==> src/rtl/dsp_pkg.sv <==
// package: types, codes and unit tables for the duration string parser
`timescale 1ns / 1ps

package dsp_pkg;

   // status codes
   localparam logic [2:0] ST_OK          = 3'd0;
   localparam logic [2:0] ST_UNIT_NO_NUM = 3'd1;
   localparam logic [2:0] ST_BAD_CHAR    = 3'd2;
   localparam logic [2:0] ST_NUM_NO_UNIT = 3'd3;
   localparam logic [2:0] ST_TOO_SHORT   = 3'd4;

   // unit slots in summing order
   localparam int UNIT_COUNT = 6;
   localparam logic [2:0] UNIT_Y = 3'd0;
   localparam logic [2:0] UNIT_W = 3'd1;
   localparam logic [2:0] UNIT_D = 3'd2;
   localparam logic [2:0] UNIT_H = 3'd3;
   localparam logic [2:0] UNIT_M = 3'd4;
   localparam logic [2:0] UNIT_S = 3'd5;

   // character codes
   localparam logic [7:0] CH_DIGIT_0 = 8'h30;
   localparam logic [7:0] CH_DIGIT_9 = 8'h39;
   localparam logic [7:0] CH_UPPER_A = 8'h41;
   localparam logic [7:0] CH_UPPER_Z = 8'h5A;
   localparam logic [7:0] CH_CASE    = 8'h20;
   localparam logic [7:0] CH_Y       = 8'h79;
   localparam logic [7:0] CH_W       = 8'h77;
   localparam logic [7:0] CH_D       = 8'h64;
   localparam logic [7:0] CH_H       = 8'h68;
   localparam logic [7:0] CH_M       = 8'h6D;
   localparam logic [7:0] CH_S       = 8'h73;

   localparam logic [31:0] MAX32         = 32'hFFFF_FFFF;
   localparam logic [31:0] MIN_RESET     = 32'd10;
   localparam int          SUM_W         = 35;
   localparam logic [1:0]  ADDR_MIN_DUR  = 2'd0;

   typedef struct packed {
      logic [7:0] char_code;
      logic       last;
   } req_type;

   typedef struct packed {
      logic [31:0] seconds;
      logic [2:0]  status;
   } rsp_type;

   // result settled before the final sum
   typedef struct packed {
      logic        done;
      logic [31:0] seconds;
      logic [2:0]  status;
   } early_type;

   // seconds per unit
   function automatic logic [31:0] unit_weight(input logic [2:0] idx);
      logic [31:0] w;
      unique case (idx)
         UNIT_Y:  w = 32'd31556952;
         UNIT_W:  w = 32'd604800;
         UNIT_D:  w = 32'd86400;
         UNIT_H:  w = 32'd3600;
         UNIT_M:  w = 32'd60;
         UNIT_S:  w = 32'd1;
         default: w = 32'd0;
      endcase
      return w;
   endfunction

   // largest count whose weighted value still fits
   function automatic logic [31:0] unit_limit(input logic [2:0] idx);
      logic [31:0] l;
      unique case (idx)
         UNIT_Y:  l = 32'd136;
         UNIT_W:  l = 32'd7101;
         UNIT_D:  l = 32'd49710;
         UNIT_H:  l = 32'd1193046;
         UNIT_M:  l = 32'd71582788;
         UNIT_S:  l = 32'd4294967295;
         default: l = 32'd0;
      endcase
      return l;
   endfunction

endpackage

==> src/rtl/duration_string_parser_unit.sv <==
// top level: duration text parser with pipelined weighted sum
`timescale 1ns / 1ps

// Parses a duration text such as 1d2h30m, one character per word on the
// req channel; the word with last set closes the text. One rsp word
// (seconds, status) comes out per text, in order.
// The minimum duration register sits at byte address 0 of the APB-style
// port; pready is always high.
// Throughput: one character per cycle; a closing character waits while the
// product snapshot stage is full and stalled. The per-character work (times
// ten plus digit, or one constant multiply into a unit slot) is done between
// the input register and the parse state registers. A text's result passes
// the input register, product snapshot, two adder stages, prefix stage, then
// the select and minimum compare into the output register. Empty stages are
// filled while the output waits, so characters keep being taken during an
// rsp stall; only a closing character waits once the pipeline is full.
// Reset clears the parse state and all stage valids and sets the minimum
// duration to 10.
module duration_string_parser_unit (
   input  logic             clock,
   input  logic             reset,
   input  logic             req_valid,
   output logic             req_ready,
   input  dsp_pkg::req_type req_data,
   output logic             rsp_valid,
   input  logic             rsp_ready,
   output dsp_pkg::rsp_type rsp_data,
   input  logic             psel,
   input  logic             penable,
   input  logic             pwrite,
   input  logic [1:0]       paddr,
   input  logic [31:0]      pwdata,
   output logic [31:0]      prdata,
   output logic             pready
);

   localparam int SW = dsp_pkg::SUM_W;

   // configuration register
   logic [31:0] min_dur_ff;

   always_ff @(posedge clock) begin
      if (reset) begin
         min_dur_ff <= dsp_pkg::MIN_RESET;
      end else if (psel && penable && pwrite && pready && paddr == dsp_pkg::ADDR_MIN_DUR) begin
         min_dur_ff <= pwdata;
      end
   end

   assign pready = 1'b1;
   assign prdata = (paddr == dsp_pkg::ADDR_MIN_DUR) ? min_dur_ff : 32'd0;

   // stage valids and readies
   logic in_vld_ff, c1_vld_ff, c2_vld_ff, c3_vld_ff, c4_vld_ff, out_vld_ff;
   logic c1_rdy, c2_rdy, c3_rdy, c4_rdy, out_rdy;
   logic in_fire;
   dsp_pkg::req_type in_data_ff;

   assign out_rdy   = !out_vld_ff || rsp_ready;
   assign c4_rdy    = !c4_vld_ff || out_rdy;
   assign c3_rdy    = !c3_vld_ff || c4_rdy;
   assign c2_rdy    = !c2_vld_ff || c3_rdy;
   assign c1_rdy    = !c1_vld_ff || c2_rdy;
   assign in_fire   = in_vld_ff && (!in_data_ff.last || c1_rdy);
   assign req_ready = !in_vld_ff || in_fire;

   // input register
   always_ff @(posedge clock) begin
      if (reset) begin
         in_vld_ff <= 1'b0;
      end else if (req_ready) begin
         in_vld_ff <= req_valid;
      end
   end

   always_ff @(posedge clock) begin
      if (req_ready) begin
         in_data_ff <= req_data;
      end
   end

   // parse state
   logic [31:0] acc_ff, acc_in;
   logic        exp_ff, exp_in;
   logic        fin_ff, fin_in;
   logic [31:0] held_sec_ff, held_sec_in;
   logic [2:0]  held_st_ff, held_st_in;
   logic [31:0] prod_ff [dsp_pkg::UNIT_COUNT];
   logic [31:0] prod_in [dsp_pkg::UNIT_COUNT];

   // character decode
   logic [7:0]  ch;
   logic [7:0]  lc;
   logic        is_digit;
   logic        unit_hit;
   logic [2:0]  unit_idx;
   logic [35:0] acc_next;
   logic [31:0] product;
   logic [31:0] limit;

   assign ch       = in_data_ff.char_code;
   assign is_digit = (ch >= dsp_pkg::CH_DIGIT_0) && (ch <= dsp_pkg::CH_DIGIT_9);
   assign lc       = ((ch >= dsp_pkg::CH_UPPER_A) && (ch <= dsp_pkg::CH_UPPER_Z)) ?
                     (ch | dsp_pkg::CH_CASE) : ch;

   always_comb begin
      unit_hit = 1'b1;
      unique case (lc)
         dsp_pkg::CH_Y: unit_idx = dsp_pkg::UNIT_Y;
         dsp_pkg::CH_W: unit_idx = dsp_pkg::UNIT_W;
         dsp_pkg::CH_D: unit_idx = dsp_pkg::UNIT_D;
         dsp_pkg::CH_H: unit_idx = dsp_pkg::UNIT_H;
         dsp_pkg::CH_M: unit_idx = dsp_pkg::UNIT_M;
         dsp_pkg::CH_S: unit_idx = dsp_pkg::UNIT_S;
         default: begin
            unit_idx = dsp_pkg::UNIT_Y;
            unit_hit = 1'b0;
         end
      endcase
   end

   // times ten plus digit, and weighted count for a unit
   // (a count below the unit limit keeps the product within 32 bits)
   assign acc_next = {1'b0, acc_ff, 3'd0} + {3'd0, acc_ff, 1'b0}
                   + {32'd0, ch[3:0] - dsp_pkg::CH_DIGIT_0[3:0]};
   assign product  = acc_ff * dsp_pkg::unit_weight(unit_idx);
   assign limit    = dsp_pkg::unit_limit(unit_idx);

   // next parse state for the character in the input register
   always_comb begin
      acc_in      = acc_ff;
      exp_in      = exp_ff;
      fin_in      = fin_ff;
      held_sec_in = held_sec_ff;
      held_st_in  = held_st_ff;
      for (int i = 0; i < dsp_pkg::UNIT_COUNT; i++) begin
         prod_in[i] = prod_ff[i];
      end
      if (!fin_ff) begin
         priority if (is_digit) begin
            exp_in = 1'b0;
            if (acc_next[35:32] != 4'd0) begin
               fin_in      = 1'b1;
               held_sec_in = acc_ff;
               held_st_in  = dsp_pkg::ST_OK;
            end else begin
               acc_in = acc_next[31:0];
            end
         end else if (!unit_hit) begin
            fin_in      = 1'b1;
            held_sec_in = 32'd0;
            held_st_in  = dsp_pkg::ST_BAD_CHAR;
         end else if (exp_ff) begin
            fin_in      = 1'b1;
            held_sec_in = 32'd0;
            held_st_in  = dsp_pkg::ST_UNIT_NO_NUM;
         end else if (acc_ff >= limit) begin
            fin_in      = 1'b1;
            held_sec_in = dsp_pkg::MAX32;
            held_st_in  = dsp_pkg::ST_OK;
         end else begin
            for (int i = 0; i < dsp_pkg::UNIT_COUNT; i++) begin
               if (unit_idx == 3'(i)) begin
                  prod_in[i] = product;
               end
            end
            acc_in = 32'd0;
            exp_in = 1'b1;
         end
      end
   end

   always_ff @(posedge clock) begin
      if (reset || (in_fire && in_data_ff.last)) begin
         acc_ff      <= 32'd0;
         exp_ff      <= 1'b1;
         fin_ff      <= 1'b0;
         held_sec_ff <= 32'd0;
         held_st_ff  <= dsp_pkg::ST_OK;
         for (int i = 0; i < dsp_pkg::UNIT_COUNT; i++) begin
            prod_ff[i] <= 32'd0;
         end
      end else if (in_fire) begin
         acc_ff      <= acc_in;
         exp_ff      <= exp_in;
         fin_ff      <= fin_in;
         held_sec_ff <= held_sec_in;
         held_st_ff  <= held_st_in;
         for (int i = 0; i < dsp_pkg::UNIT_COUNT; i++) begin
            prod_ff[i] <= prod_in[i];
         end
      end
   end

   // result settled at close time, if any
   dsp_pkg::early_type close_early;

   always_comb begin
      close_early.done    = 1'b0;
      close_early.seconds = 32'd0;
      close_early.status  = dsp_pkg::ST_OK;
      if (fin_in) begin
         close_early.done    = 1'b1;
         close_early.seconds = held_sec_in;
         close_early.status  = held_st_in;
      end else if (!exp_in) begin
         close_early.done    = 1'b1;
         close_early.status  = dsp_pkg::ST_NUM_NO_UNIT;
      end
   end

   // stage valids
   always_ff @(posedge clock) begin
      if (reset) begin
         c1_vld_ff  <= 1'b0;
         c2_vld_ff  <= 1'b0;
         c3_vld_ff  <= 1'b0;
         c4_vld_ff  <= 1'b0;
         out_vld_ff <= 1'b0;
      end else begin
         if (c1_rdy) begin
            c1_vld_ff <= in_vld_ff && in_data_ff.last;
         end
         if (c2_rdy) begin
            c2_vld_ff <= c1_vld_ff;
         end
         if (c3_rdy) begin
            c3_vld_ff <= c2_vld_ff;
         end
         if (c4_rdy) begin
            c4_vld_ff <= c3_vld_ff;
         end
         if (out_rdy) begin
            out_vld_ff <= c4_vld_ff;
         end
      end
   end

   // stage 1: product snapshot
   dsp_pkg::early_type c1_early_ff;
   logic [31:0] c1_prod_ff [dsp_pkg::UNIT_COUNT];

   always_ff @(posedge clock) begin
      if (c1_rdy) begin
         c1_early_ff <= close_early;
         for (int i = 0; i < dsp_pkg::UNIT_COUNT; i++) begin
            c1_prod_ff[i] <= prod_in[i];
         end
      end
   end

   // stage 2: pair sums
   dsp_pkg::early_type c2_early_ff;
   logic [SW-1:0] c2_a_ff, c2_b_ff, c2_c_ff, c2_p0_ff, c2_p2_ff, c2_p4_ff;

   always_ff @(posedge clock) begin
      if (c2_rdy) begin
         c2_early_ff <= c1_early_ff;
         c2_a_ff     <= SW'(c1_prod_ff[0]) + SW'(c1_prod_ff[1]);
         c2_b_ff     <= SW'(c1_prod_ff[2]) + SW'(c1_prod_ff[3]);
         c2_c_ff     <= SW'(c1_prod_ff[4]) + SW'(c1_prod_ff[5]);
         c2_p0_ff    <= SW'(c1_prod_ff[0]);
         c2_p2_ff    <= SW'(c1_prod_ff[2]);
         c2_p4_ff    <= SW'(c1_prod_ff[4]);
      end
   end

   // stage 3: prefix sums up to the hour part
   dsp_pkg::early_type c3_early_ff;
   logic [SW-1:0] c3_s1_ff, c3_s2_ff, c3_s3_ff, c3_s4_ff, c3_p4_ff, c3_c_ff;

   always_ff @(posedge clock) begin
      if (c3_rdy) begin
         c3_early_ff <= c2_early_ff;
         c3_s1_ff    <= c2_p0_ff;
         c3_s2_ff    <= c2_a_ff;
         c3_s3_ff    <= c2_a_ff + c2_p2_ff;
         c3_s4_ff    <= c2_a_ff + c2_b_ff;
         c3_p4_ff    <= c2_p4_ff;
         c3_c_ff     <= c2_c_ff;
      end
   end

   // stage 4: remaining prefix sums
   dsp_pkg::early_type c4_early_ff;
   logic [SW-1:0] c4_s_ff [dsp_pkg::UNIT_COUNT];

   always_ff @(posedge clock) begin
      if (c4_rdy) begin
         c4_early_ff <= c3_early_ff;
         c4_s_ff[0]  <= c3_s1_ff;
         c4_s_ff[1]  <= c3_s2_ff;
         c4_s_ff[2]  <= c3_s3_ff;
         c4_s_ff[3]  <= c3_s4_ff;
         c4_s_ff[4]  <= c3_s4_ff + c3_p4_ff;
         c4_s_ff[5]  <= c3_s4_ff + c3_c_ff;
      end
   end

   // longest prefix that still fits; sums only grow, so the last fit wins
   logic [31:0]      total;
   dsp_pkg::rsp_type rsp_in;
   dsp_pkg::rsp_type rsp_data_ff;

   always_comb begin
      total = 32'd0;
      for (int i = 0; i < dsp_pkg::UNIT_COUNT; i++) begin
         if (c4_s_ff[i][SW-1:32] == '0) begin
            total = c4_s_ff[i][31:0];
         end
      end
      if (c4_early_ff.done) begin
         rsp_in.seconds = c4_early_ff.seconds;
         rsp_in.status  = c4_early_ff.status;
      end else if (total < min_dur_ff) begin
         rsp_in.seconds = 32'd0;
         rsp_in.status  = dsp_pkg::ST_TOO_SHORT;
      end else begin
         rsp_in.seconds = total;
         rsp_in.status  = dsp_pkg::ST_OK;
      end
   end

   // output register
   always_ff @(posedge clock) begin
      if (out_rdy) begin
         rsp_data_ff <= rsp_in;
      end
   end

   assign rsp_valid = out_vld_ff;
   assign rsp_data  = rsp_data_ff;

endmodule
==> config.mk <==
export PLATFORM = sky130hd
export DESIGN_NAME = duration_string_parser_unit
export DESIGN_NICKNAME = d
export VERILOG_FILES = /design/src/rtl/dsp_pkg.sv /design/src/rtl/duration_string_parser_unit.sv
export SDC_FILE = /design/constraint.sdc
export NUM_CORES = 2
export LEC_CHECK = 0
export BUFFER_PORTS_ARGS = -buffer_cell sky130_fd_sc_hd__buf_2
export CAP_MARGIN = 40
export CORE_ASPECT_RATIO = 1.25
export CORE_MARGIN = 8
export CORE_UTILIZATION = 35
export CTS_CLUSTER_SIZE = 16
export DETAILED_ROUTE_END_ITERATION = 10
export PLACE_DENSITY = 0.59
export SYNTH_ARGS = -nofsm -noshare
export SYNTH_HDL_FRONTEND = slang
export SYNTH_SLANG_ARGS = --single-unit
==> constraint.sdc <==
create_clock -name clock -period 7.2 [get_ports clock]
set_input_delay 0.72 -clock clock [delete_from_list [all_inputs] [get_ports clock]]
set_output_delay 0.72 -clock clock [all_outputs]
set_load 0.02 [all_outputs]
==> reports/results.ini <==
[worst_setup_path]
worstPathArrival_ps = 8270
startpoint_type = flop
timing.rr.end = c1_prod_ff[5][30]
cp_common_cell = fa_1
slowest_delay_ps = 560
cp_slowest_cell = fa_1
r2r_setup_slack_ps = -570
critPathKind = flop to flop
r2r.worst_path.cells = 29
required_ps = 7700
r2r-start = ch[2]
crit_fanout = 23
end_kind = flop

[yosys]
syn_nets = 7028
synth_mux_area_frac = 0.0317
syn-instance-count = 6137
synth_compound_area_frac = 0.103
syn_avg_cell_area_um2 = 11.9
synth_xor_area_frac = 0.0331
ys_seq_elements = 1275
synth_cell_types = 100
synth_top_family_by_area = adder cells
ys.flop_type = edfxtp_1
synth_edf_count = 1168
synth_simple_gate_area_share = 0.0979
yosys_warnings = 0
yosys-top-cells-area = edfxtp_1, fa_1, ha_1, inv_1, dfxtp_1
ys_seq_area_frac = 0.509
synthAdderAreaFrac = 0.177
synth_top_cell_by_area = edfxtp_1
async_flop_share = 0
yosysTopAreaCellShare = 0.480
syn_area_mm2 = 0.0731

[sta]
fin_skew_ps = 47.1
hold_violations = 0
setup_ws_ps = -571
rsz0062_at_grt = true
final-setup-viol-count = 173
slew_headroom = 0.346
max_clock_freq_ghz = 0.129
holdWs_ps = 109
tightest_slew_ps = 981
drv_slew = 0
finalCriticalPeriod_ps = 7770
finalCritPeriodShare = 1.08

[clocking]
cts_hold_buf = 0
clk_pin_slew_ps = 60
clk_path_buf_depth = 3
cts.sinks = 1275
numCtsBuffers = 134
h-tree-depth = 4
cts-root-buf = clkbuf_16
cts_tree = yes
clock_latency_ps = 790

[worst_hold_path]
holdPathEnd = in_data_ff[0]
hold_class = primary input to flop
hold_start = req_data[0]
min_path_cells = 1

[layout]
fin_area_mm2 = 0.0853
area_delta_synth_final_pct = 16.7
num-nets-final = 7454
layout_common_cells = edfxtp_1, inv_1, ha_1
drive_gt1_frac = 0.169
fillers = 19264
layout_commonest_cell = edfxtp_1

[routing]
num_vias = 46943
totalWireLength_um = 191000
dr.pass1.iters = 5
vias_per_cell = 4.99
first_iter_violations = 3299
final_antenna_net_count = 0
avgRoutedWirePerCell_um = 20.3
drc = 0

[pwr]
powerDensity_mw_per_mm2 = 248
finalPower_w = 0.0212
leakage_nw = 36.8
irDropWorstVdd_mv = 0.174

[global_routing]
grt_pass1_wl_um = 291000
antenna_found_initial = 11
grt_max_degree = 144
grt_pass1_vias = 49005
overflow = 0
grt.total_usage = 0.167

[run_status]
violations = negative setup slack
status = complete, but fails checks

[floorplan]
top_level_ports = 120
dieArea_mm2 = 0.224
fp.coreArea_mm2 = 0.208
die_h_um = 527
initial_core_util = 0.352
rows = 187
die_w_um = 425

[placed_design]
place_area_mm2 = 0.0797
place.gp.congestion = 0.880
hpwl_um = 146000
dp_slack_ps = -755
place.port_buffers = 118

[job]
drv_cap = 0

sequential cells by signal, summed over array words and instances, names as in the netlist, 33 cells and up:
name         cells
c1_early_ff     36
c2_a_ff         33
c2_c_ff         33
c3_s3_ff        34
c2_b_ff         33
c4_s_ff        203
c2_early_ff     36
c3_s2_ff        33
c3_early_ff     36
c4_early_ff     36
c3_s4_ff        34
prod_ff        192
c3_c_ff         33
c1_prod_ff     192
rsp_data        35
repair_timing:
item,CTS,global route
pin swaps,46,48
resized for setup,115,114
gates cloned,4,2
setup endpoints to repair,201,232
setup buffers,20,12
hold endpoints to repair,0,0
per-stage QoR:
stage / TNS (ps) / utilization / cells
after floorplan: -2.16 / - / 6137
after global placement: -69570 / 0.383 / 9122
after detailed placement: -79520 / 0.384 / 9131
after CTS: -43550 / 0.408 / 9395
after global routing: -100370 / 0.411 / 9409
final: -51950 / 0.411 / 9411
area by class of cell:
| class | count | area [µm²] | share of cell area |
|---|---|---|---|
| Sequential cell | 1275 | 37200 | 0.436 |
| Multi-Input combinational cell | 3946 | 33600 | 0.394 |
| Timing Repair Buffer | 503 | 4090 | 0.0479 |
| Clock buffer | 165 | 3510 | 0.0412 |
| Tap cell | 2740 | 3430 | 0.0402 |
| Inverter | 703 | 2660 | 0.0312 |
| Clock inverter | 76 | 831 | 0.00974 |
| Antenna cell | 3 | 7.51 | 0.0000880 |
kinds of logic (layout without fill, tap and decap cells):
kind of cell	Yosys count	in the layout
muxes	211	211
DFF	1275	1275
buffers and inverters	918	1447
other	1	4
AOI/OAI and AO/OA	1171	1171
xor gates and xnor gates	276	276
adders and majority gates	841	841
and+or+nand+nor	1444	1446
synth_stat cells, drive strengths merged, types with 79 or more instances:
| library cell | instances |
|---|---|
| nor3 | 79 |
| clkbuf | 169 |
| and2 | 325 |
| a211oi | 107 |
| nand2 | 420 |
| edfxtp | 1168 |
| a21oi | 379 |
| ha | 516 |
| nor2 | 306 |
| mux2 | 161 |
| dfxtp | 107 |
| inv | 703 |
| o21ai | 227 |
| fa | 325 |
| xnor2 | 223 |
| a21o | 105 |
worst max-delay path: cells and delay by family (launching register included):
family	cells	cell delay (ps)
buffers and inverters	9	1280
multiplexers	1	260
adder cells (fa/ha/maj)	8	3750
flip-flops	1	400
AO/OA/AOI/OAI	4	640
XOR/XNOR	1	150
AND/OR/NAND/NOR	6	1010
metal layers:
metal,GRT usage,share of wire,up-vias,wire [µm]
met5,0,0,-,0
met4,0.0595,0.037,0,7090
met3,0.0213,0.041,304,7780
met2,0.298,0.50,1055,95200
met1,0.208,0.42,23142,80800
li1,-,-,22442,-
where the power goes:
group | internal (W) | switching, W
Clock | 0.00385 | 0.00297
Sequential | 0.00933 | 0.000415
Combinational | 0.00184 | 0.00277
Total | 0.0150 | 0.00615
how the worst max path moves through the flow:
stage	start	cells past startpoint	endpoint	slack, ps
floorplan	ch[2]	30	c1_prod_ff[2][30]	-0.5
global placement	ch[2]	31	prod_ff[1][29]	-710
detailed placement	ch[2]	29	prod_ff[1][29]	-750
CTS	ch[2]	29	c1_prod_ff[1][31]	-540
global route	ch[2]	29	c1_prod_ff[5][30]	-820
finish	ch[2]	29	c1_prod_ff[5][30]	-570
Power figures use the tool's default switching activity.
